File: src/summed_area_rectangle_sum_assert.svh
// Assertion macros shared by the summed-area rectangle sum modules.
// Included by sars_ctrl and sars_dp; relies on a clock and an active-low reset.
`ifndef SUMMED_AREA_RECTANGLE_SUM_ASSERT_SVH
`define SUMMED_AREA_RECTANGLE_SUM_ASSERT_SVH

// Same-cycle implication.
`define SARS_ASSERT_IMPL(label, clk, rst_n, ante, cons, msg) \
  label: assert property (@(posedge clk) disable iff (!rst_n) (ante) |-> (cons)) \
    else $error(msg);

// Next-cycle implication.
`define SARS_ASSERT_NEXT(label, clk, rst_n, ante, cons, msg) \
  label: assert property (@(posedge clk) disable iff (!rst_n) (ante) |=> (cons)) \
    else $error(msg);

`endif

File: src/sars_pkg.sv
// Types and constants for the summed-area rectangle sum block.
// No dependencies; imported by sars_ctrl, sars_dp and the top level.
package sars_pkg;

  localparam int SUM_W    = 28;
  localparam int STATUS_W = 2;
  localparam int POS_W    = 7;
  localparam int CNT_W    = 7;
  localparam int VALUE_W  = 16;
  localparam int CFG_IDX_W = 2;

  localparam logic [CFG_IDX_W-1:0] CFG_ROW_COUNT = 2'd0;
  localparam logic [CFG_IDX_W-1:0] CFG_COL_COUNT = 2'd1;

  localparam logic FUNC_LOAD  = 1'b0;
  localparam logic FUNC_QUERY = 1'b1;

  typedef enum logic [STATUS_W-1:0] {
    ST_OK         = 2'd0,
    ST_BAD_BOUNDS = 2'd1,
    ST_NOT_READY  = 2'd2
  } status_t;

  typedef enum logic [1:0] {
    S_IDLE,
    S_LOAD_WR,
    S_QUERY_RD2,
    S_QUERY_SUM
  } state_t;

  typedef struct packed {
    logic accept_load;
    logic accept_query;
    logic load_write;
    logic query_second;
    logic query_finish;
  } sars_cmd_t;

endpackage

File: src/sars_ctrl.sv
// Controller state machine for the summed-area rectangle sum block.
// Depends on sars_pkg and summed_area_rectangle_sum_assert.svh.
`include "summed_area_rectangle_sum_assert.svh"

module sars_ctrl (
  input  logic                clk,
  input  logic                rst_n,
  input  logic                start,
  input  logic                func,
  output logic                busy,
  output sars_pkg::sars_cmd_t cmd
);
  import sars_pkg::*;

  state_t state_r;
  state_t state_nxt;
  logic   accept;

  assign accept = start && (state_r == S_IDLE);

  always_comb begin
    state_nxt = state_r;
    unique case (state_r)
      S_IDLE: begin
        if (accept) begin
          state_nxt = (func == FUNC_QUERY) ? S_QUERY_RD2 : S_LOAD_WR;
        end
      end
      S_LOAD_WR:   state_nxt = S_IDLE;
      S_QUERY_RD2: state_nxt = S_QUERY_SUM;
      S_QUERY_SUM: state_nxt = S_IDLE;
      default:     state_nxt = S_IDLE;
    endcase
  end

  always_comb begin
    busy              = (state_r != S_IDLE);
    cmd.accept_load   = accept && (func == FUNC_LOAD);
    cmd.accept_query  = accept && (func == FUNC_QUERY);
    cmd.load_write    = (state_r == S_LOAD_WR);
    cmd.query_second  = (state_r == S_QUERY_RD2);
    cmd.query_finish  = (state_r == S_QUERY_SUM);
  end

  always_ff @(posedge clk) begin
    if (!rst_n) begin
      state_r <= S_IDLE;
    end else begin
      state_r <= state_nxt;
    end
  end

  `SARS_ASSERT_IMPL(a_cmd_onehot, clk, rst_n, 1'b1, $onehot0(cmd), "more than one command")
  `SARS_ASSERT_NEXT(a_query_two_reads, clk, rst_n, cmd.accept_query,
                    cmd.query_second, "query skipped second read")
  `SARS_ASSERT_NEXT(a_load_single_write, clk, rst_n, cmd.load_write,
                    !busy, "load write not followed by idle")

endmodule

File: config.mk
export PLATFORM = sky130hd
export DESIGN_NAME = sars_ctrl
export DESIGN_NICKNAME = d
export VERILOG_FILES = /design/src/sars_pkg.sv /design/src/sars_ctrl.sv
export VERILOG_INCLUDE_DIRS = /design/src /design/src/src
export SDC_FILE = /design/constraint.sdc
export NUM_CORES = 1
export LEC_CHECK = 0
export BUFFER_PORTS_ARGS = -buffer_cell sky130_fd_sc_hd__buf_2
export CAP_MARGIN = 15
export CORE_AREA = 2 2 39 41
export CTS_CLUSTER_DIAMETER = 80
export DETAILED_ROUTE_END_ITERATION = 8
export DIE_AREA = 0 0 41 43
export HOLD_SLACK_MARGIN = 0.02
export REMOVE_ABC_BUFFERS = 1
export SLEW_MARGIN = 30
export SYNTH_ARGS = -nofsm -noshare
export SYNTH_HDL_FRONTEND = slang
export SYNTH_SLANG_ARGS = --single-unit
File: constraint.sdc
create_clock -name clk -period 0.8 [get_ports clk]
set_input_delay 0.12 -clock clk [delete_from_list [all_inputs] [get_ports clk]]
set_output_delay 0.12 -clock clk [all_outputs]
set_load 0.05 [all_outputs]
==> impl_metrics.toml, run 1 <==
[setup_path]
crit_fanout = 2
start_kind = "register"
slowest_stage = "dfxtp_2"
critPathLaunch = "state_r[1]"
worstPathRequired_ns = 0.68
path_buf_inv = 1
path_delay_family = "simple AND/OR/NAND/NOR gates"
cp.arrival_ns = 1.13
r2r_slack_ns = 0.02
crit_path_cell_trace = "or2_4, nor3b_2, buf_6"
path_class = "reg2out"
end_kind = "output pin"
r2r-start = "state_r[1]"
max_stage_delay_ns = 0.30

[sta]
finalSetupViolations = 6
rsz0062_at_grt = "yes"
worst_slack_ns = -0.446
slew_viol_final = 0
maxSlewHeadroom_pct = 83.7
period_minus_slack_ns = 1.25
max_freq_ghz = 0.802
layout_worst_path_cycle_share_pct = 156
final.setup_skew_ns = 0.000955
finalHoldViolations = 0
worst_pin_slew_ns = 0.246
whs_ns = 0.150

[clock_tree]
cts_sinks = 2
clock_path_buffers = 2
post_cts_buffers = 0
cts_tree = "built"
htreeDepth = 1
cts_buffers = 3
clk_pin_slew_worst_paths_ns = 0.03
clk_latency_ns = 0.22
clockRootBuffer = "clkbuf_4"

[placed_design]
detailed_place.area_sq_um = 226
place_inst = 44
port_buffers = 9
dp_hpwl_um = 251
gp_congestion = 0.507

[power_and_ir_drop]
p_total_mw = 0.528
powerDensity_mw_per_mm2 = 1860
power.leakage_nw = 0.138
vdd_drop_max_mv = 0.267

[job]
drv_cap = 0

[route]
ant_nets = 0
via_per_inst = 3.51
drtIter0Drc = 3
vias = 165
wl_um = 347
first_pass_iters = 2
detail_route.wl_per_cell_um = 7.38
drc = 0

[finish]
stdcell_count = 47
n_fill_cell = 158
final_cell_mix = "buf_6, buf_4, buf_2"
drive_above_1_share_pct = 77.4
top_register = "state_r"
area_growth_pct = 129
final_area_sq_um = 284
top_regs = "state_r (2)"
largest_reg_flops = 2
diodes = 0
fin_util_pct = 20.5
fin_nets = 37

[synth]
ys_ff_latch = 2
ys_warn_count = 0
ys_seq_area_share_pct = 32.3
yosys.area.top_type = "dfxtp_1"
ys_top_cells_by_area = "dfxtp_1, and4bb_2, nand2b_1"
synthesis.area_sq_um = 124
yosysTopAreaCellShare_pct = 32.3
synth_cells = 14
syn_area_per_cell_sq_um = 8.85
synth.distinct_cells = 10

[run_status]
status = "finished, violations left"
violations = "setup timing"

[hold_path]
min_from = "rst_n"
min-delay-path-class = "in2reg"

[global_route]
grt_pass1_vias = 164
grt.total_usage_pct = 5.41
overflow = 0
grt_max_degree = 6
antenna_found_initial = 0
grt_pass1_wl_um = 517

[floorplan]
die_w_um = 41
fp-row-count = 14
core-area_sq_mm = 0.00138
ios = 10
initial_core_util_pct = 8.95
die_h_um = 43
dieArea_sq_mm = 0.00176
routing by layer:
layer	global-route usage (%)	wire length, um
met2	7.50	187
met5	0	0
met1	2.88	122
met4	6.00	0
met3	6.28	37
cell type report:
cell class              count  area (sq um)  area share [%]
repair buffers             14           114            40.1
multi-input cells          11          82.6            29.1
flip-flops and latches      2          41.3            14.5
clock buffers               3          22.5            7.93
well taps                  16          20.0            7.05
inverters                   1          3.75            1.32
synthesized netlist by cell type:
library cell  count
a21oi_1           2
and2_2            1
and2b_2           1
and4bb_2          1
dfxtp_1           2
inv_1             1
nand2b_1          2
nor2_1            2
nor3b_2           1
or2_4             1
power by group:
group / total, mW / switching [mW] / internal, mW
clock network: 0.223 / 0.0575 / 0.166
registers: 0.113 / 0.00418 / 0.108
logic: 0.192 / 0.112 / 0.0803
total: 0.528 / 0.174 / 0.354
stage by stage:
step	setup TNS (ns)	worst slack, ns
final	-2.13	-0.446
after global routing	-2.47	-0.514
after CTS	-2.21	-0.454
after detailed placement	-1.12	-0.290
after global placement	-1.08	-0.277
after floorplan	-1.19	-0.671
what timing repair did:
action                     CTS  global route
gates resized for setup     11             1
cloned                       0             0
pin swaps                    2             1
hold buffers                 0             0
setup endpoints to repair    6             8
worst paths after layout:
path | endpoint | cells past startpoint
setup reg to reg | state_r[0] | 4
setup / recovery | cmd[4] | 3
hold / removal | state_r[1] | 3
hold reg to reg | state_r[1] | 3
cells by family (layout without fill, tap and decap cells):
group	count (synthesis)	count (layout)	share of synthesized area [%]
buf+inv	1	18	3.03
flops	2	2	32.3
compound gates	2	2	8.08
simple gates	9	9	56.6
tightest hold or removal path: stages:
cell      delay (ns)
buf_2           0.08
nand2b_1        0.06
nor2_1          0.08
(Power assumes the default switching activity.)
==> run 2, diff against run 1 <==
- clock period: 0.8 -> 1.27 ns (I/O delays scaled with it)
==> impl_metrics.toml, run 2 (synthesis gave the netlist of run 1 again) <==
[global_route]
grt.total_usage_pct = 4.72
grt_pass1_vias = 131
overflow = 0
met1_usage_pct = 4.18
grt_use_met2_pct = 5.00
grt_pass1_wl_um = 476
gr-max-usage-layer = "met3"
grt_util_met3_pct = 6.28
grt_max_degree = 6
antenna_found_initial = 0

[sta]
slew_viol_final = 0
worst_slack_ns = -0.0507
finalHoldViolations = 0
layout_worst_path_cycle_share_pct = 104
worst_pin_slew_ns = 0.247
rsz0062_at_grt = "yes"
maxSlewHeadroom_pct = 83.7
period_minus_slack_ns = 1.32
final.setup_skew_ns = 0.00393
whs_ns = 0.236
finalSetupViolations = 2
max_freq_ghz = 0.757

[finish]
top_register = "state_r"
largest_reg_flops = 2
drive_above_1_share_pct = 79.3
fin_util_pct = 19.5
area_growth_pct = 118
diodes = 0
fin_nets = 35
n_fill_cell = 160
top_regs = "state_r (2)"
regArea_sq_um = 42.5
multiInputGateArea_sq_um = 82.6
final_cell_mix = "buf_2, buf_4, clkbuf_4, buf_6"

[job]
drv_cap = 0

[setup_path]
worstPathRequired_ns = 1.08
end_kind = "output pin"
crit_fanout = 2
crit_path_cell_trace = "or2_4, nor3b_2, buf_6"
path_class = "reg2out"
start_kind = "register"
max_stage_delay_ns = 0.31
cp.arrival_ns = 1.13
rr_worst_depth = 3
slowest_stage = "dfxtp_2"

[route]
wl_um = 330
drtIter0Drc = 1
detail_route.wl_per_cell_um = 7.33
first_pass_iters = 2
ant_nets = 0
via_per_inst = 3.27
vias = 147
drc = 0

[placed_design]
port_buffers = 9
gp_congestion = 0.621

[floorplan]
ios = 10
core-area_sq_mm = 0.00138
die_w_um = 41
fp-row-count = 14
dieArea_sq_mm = 0.00176
initial_core_util_pct = 8.95
die_h_um = 43

[clock_tree]
ctsHoldBuffers = 0
clk_pin_slew_worst_paths_ns = 0.03
clk_latency_ns = 0.23
clock_path_buffers = 2
cts_buffers = 3
clockRootBuffer = "clkbuf_4"
htreeDepth = 1
cts_tree = "built"
cts_sinks = 2

[power_and_ir_drop]
power.leakage_nw = 0.129
powerDensity_mw_per_mm2 = 1230
vdd_drop_max_mv = 0.203
p_total_mw = 0.332

[run_status]
status = "finished, violations left"
violations = "setup timing"

[hold_path]
min_path_cells = 3
min-delay-path-class = "in2reg"
run 2: cell types whose count changed in the layout (fill, tap and decap cells not counted), sizes merged:
cell,before,now
buf,14,12
run 2: final timing paths:
path | startpoint | to | slack (ns)
hold reg to reg | state_r[1] | state_r[1] | 0.57
hold / removal | rst_n | state_r[1] | 0.24
setup reg to reg | state_r[0] | state_r[0] | 0.48
setup / recovery | state_r[1] | cmd[4] | -0.05
run 2: critical path, delay by kind of cell, from the launching register on:
kind,cells,cell delay (ns)
simple gates,2,0.41
buf+inv,1,0.18
flops,1,0.31
run 2: cell type report:
| class | count | area share, % |
|---|---|---|
| repair buffers | 12 | 36.6 |
| flip-flops and latches | 2 | 15.7 |
| well taps | 16 | 7.41 |
| multi-input cells | 11 | 30.6 |
| clock buffers | 3 | 8.33 |
| inverters | 1 | 1.39 |
run 2: stage by stage:
stage / setup slack (ns) / setup TNS (ns) / instance area [sq um] / cells
6_report: -0.0507 / -0.0883 / 270 / 45
5_1_grt: -0.120 / -0.199 / 270 / 45
4_1_cts: -0.0592 / -0.0934 / 253 / 45
3_5_place_dp: 0.0766 / 0 / 196 / 40
3_3_place_gp: 0.0870 / 0 / 196 / 40
2_1_floorplan: -0.271 / -0.271 / 124 / 14
run 2: power by group:
| part | total (mW) | switching, mW | internal, mW |
|---|---|---|---|
| Clock | 0.143 | 0.0381 | 0.104 |
| Sequential | 0.0719 | 0.00314 | 0.0688 |
| Combinational | 0.118 | 0.0695 | 0.0483 |
run 2: repair_timing:
| item | in CTS | in global routing |
|---|---|---|
| setup buffers | 2 | 0 |
| pin swaps | 1 | 1 |
| setup endpoints to repair | 4 | 5 |
| resized for setup | 7 | 7 |
run 2: layer usage:
layer | up-vias | part of all wire (%)
li1 | 76 | -
met1 | 61 | 41
met2 | 10 | 44
met3 | 0 | 15
met4 | 0 | 0
met5 | - | 0
==> run 3, diff against run 2 <==
- CELL_PAD_IN_SITES_DETAIL_PLACEMENT: default -> 0
- CELL_PAD_IN_SITES_GLOBAL_PLACEMENT: default -> 1
- PLACE_DENSITY_LB_ADDON: default -> 0.1
==> impl_metrics.toml, run 3 (synthesis gave the netlist of run 1 again) <==
[sta]
rsz0062_at_grt = "yes"
worst_slack_ns = -0.0521
slew_viol_final = 0
period_minus_slack_ns = 1.32
finalSetupViolations = 1
max_freq_ghz = 0.756
final.setup_skew_ns = 0.00215
worst_pin_slew_ns = 0.252
finalHoldViolations = 0
layout_worst_path_cycle_share_pct = 104
whs_ns = 0.241
maxSlewHeadroom_pct = 83.3

[floorplan]
dieArea_sq_mm = 0.00176
ios = 10
initial_core_util_pct = 8.95
fp-row-count = 14
core-area_sq_mm = 0.00138
die_h_um = 43
die_w_um = 41

[setup_path]
start_kind = "register"
crit_fanout = 3
slowest_stage = "dfxtp_2"
worstPathRequired_ns = 1.08
worst_setup_path_endpoint = "cmd[4]"
cp.arrival_ns = 1.13
max_stage_delay_ns = 0.31
r2r-end = "state_r[0]"
rr_worst_depth = 3
path_class = "reg2out"
end_kind = "output pin"
r2r-start = "state_r[0]"
r2r_slack_ns = 0.47
crit_path_cell_trace = "or2_4, nor3b_2, buf_6"
critPathLaunch = "state_r[0]"

[clock_tree]
ctsHoldBuffers = 0
clock_path_buffers = 2
clk_latency_ns = 0.22
cts_buffers = 3
htreeDepth = 1
clockRootBuffer = "clkbuf_4"
cts_sinks = 2
clk_pin_slew_worst_paths_ns = 0.03
cts_tree = "built"

[finish]
drive_above_1_share_pct = 75.0
diodes = 0
largest_reg_flops = 2
top_regs = "state_r (2)"
final_area_sq_um = 249
fin_nets = 34
area_growth_pct = 101
top_register = "state_r"
stdcell_count = 44
final_cell_mix = "clkbuf_4, buf_2, buf_4"

[global_route]
grt.total_usage_pct = 6.01
antenna_found_initial = 0
overflow = 0
grt_max_degree = 5
grt_pass1_wl_um = 648
grt_pass1_vias = 162

[route]
first_pass_iters = 1
detail_route.wl_per_cell_um = 8.59
drc = 0
via_per_inst = 3.16
vias = 139
drtIter0Drc = 0
ant_nets = 0
wl_um = 378

[power_and_ir_drop]
vdd_drop_max_mv = 0.399
p_total_mw = 0.319
powerDensity_mw_per_mm2 = 1280
power.leakage_nw = 0.120

[job]
drv_cap = 0

[run_status]
status = "finished, violations left"
violations = "setup timing"

[hold_path]
min-delay-path-class = "in2reg"

[placed_design]
dp_slack_ns = 0.0740
place_inst = 40
detailed_place.area_sq_um = 196
port_buffers = 9
gp_congestion = 0.640
-- run 3: how the worst min path moves through the flow --
| stage | from | end | slack [ns] | cells past startpoint |
|---|---|---|---|---|
| finish | rst_n | state_r[1] | 0.24 | 3 |
| global route | rst_n | state_r[0] | 0.26 | 3 |
| CTS | rst_n | state_r[1] | 0.24 | 3 |
| detailed placement | rst_n | state_r[1] | 0.48 | 3 |
| global placement | rst_n | state_r[1] | 0.48 | 3 |
| floorplan | func | state_r[1] | 0.33 | 2 |
-- run 3: repair_timing --
item | 4_1_cts | 5_1_grt
buffers inserted | 1 | 0
pin swaps | 2 | 0
endpoints found under the setup margin | 4 | 4
resized for setup | 6 | 4
-- run 3: power breakdown --
group          switching [mW]  internal (mW)  total (mW)
logic                  0.0682         0.0408       0.109
registers             0.00294         0.0688      0.0718
clock network          0.0345          0.104       0.139
total                   0.106          0.214       0.319
-- run 3: layer usage --
layer	global-route usage [%]	routed length, um	vias to the layer above
met2	7.81	176	7
met5	0	0	-
met1	6.07	152	57
met4	8.00	0	0
met3	2.09	49	0
li1	-	-	75
-- run 3: worst max-delay path: cells and delay by family, from the launching register on --
kind                   cells  cell delay, ns
DFF                        1            0.31
and+or+nand+nor            2            0.41
buffers and inverters      1            0.18
-- run 3: through the flow --
step | util [%] | TNS [ns]
global placement | 14.2 | 0
detailed placement | 14.2 | 0
global route | 18.0 | -0.102
floorplan | - | -0.271
CTS | 17.4 | -0.0687
finish | 18.0 | -0.0521
-- run 3: layout make-up --
type | count | area (sq um)
fill | 165 | 1130
clock buffer | 3 | 22.5
sequential | 2 | 42.5
multi-input combinational | 11 | 80.1
tap | 16 | 20.0
inverter | 1 | 3.75
timing repair buffer | 11 | 80.1
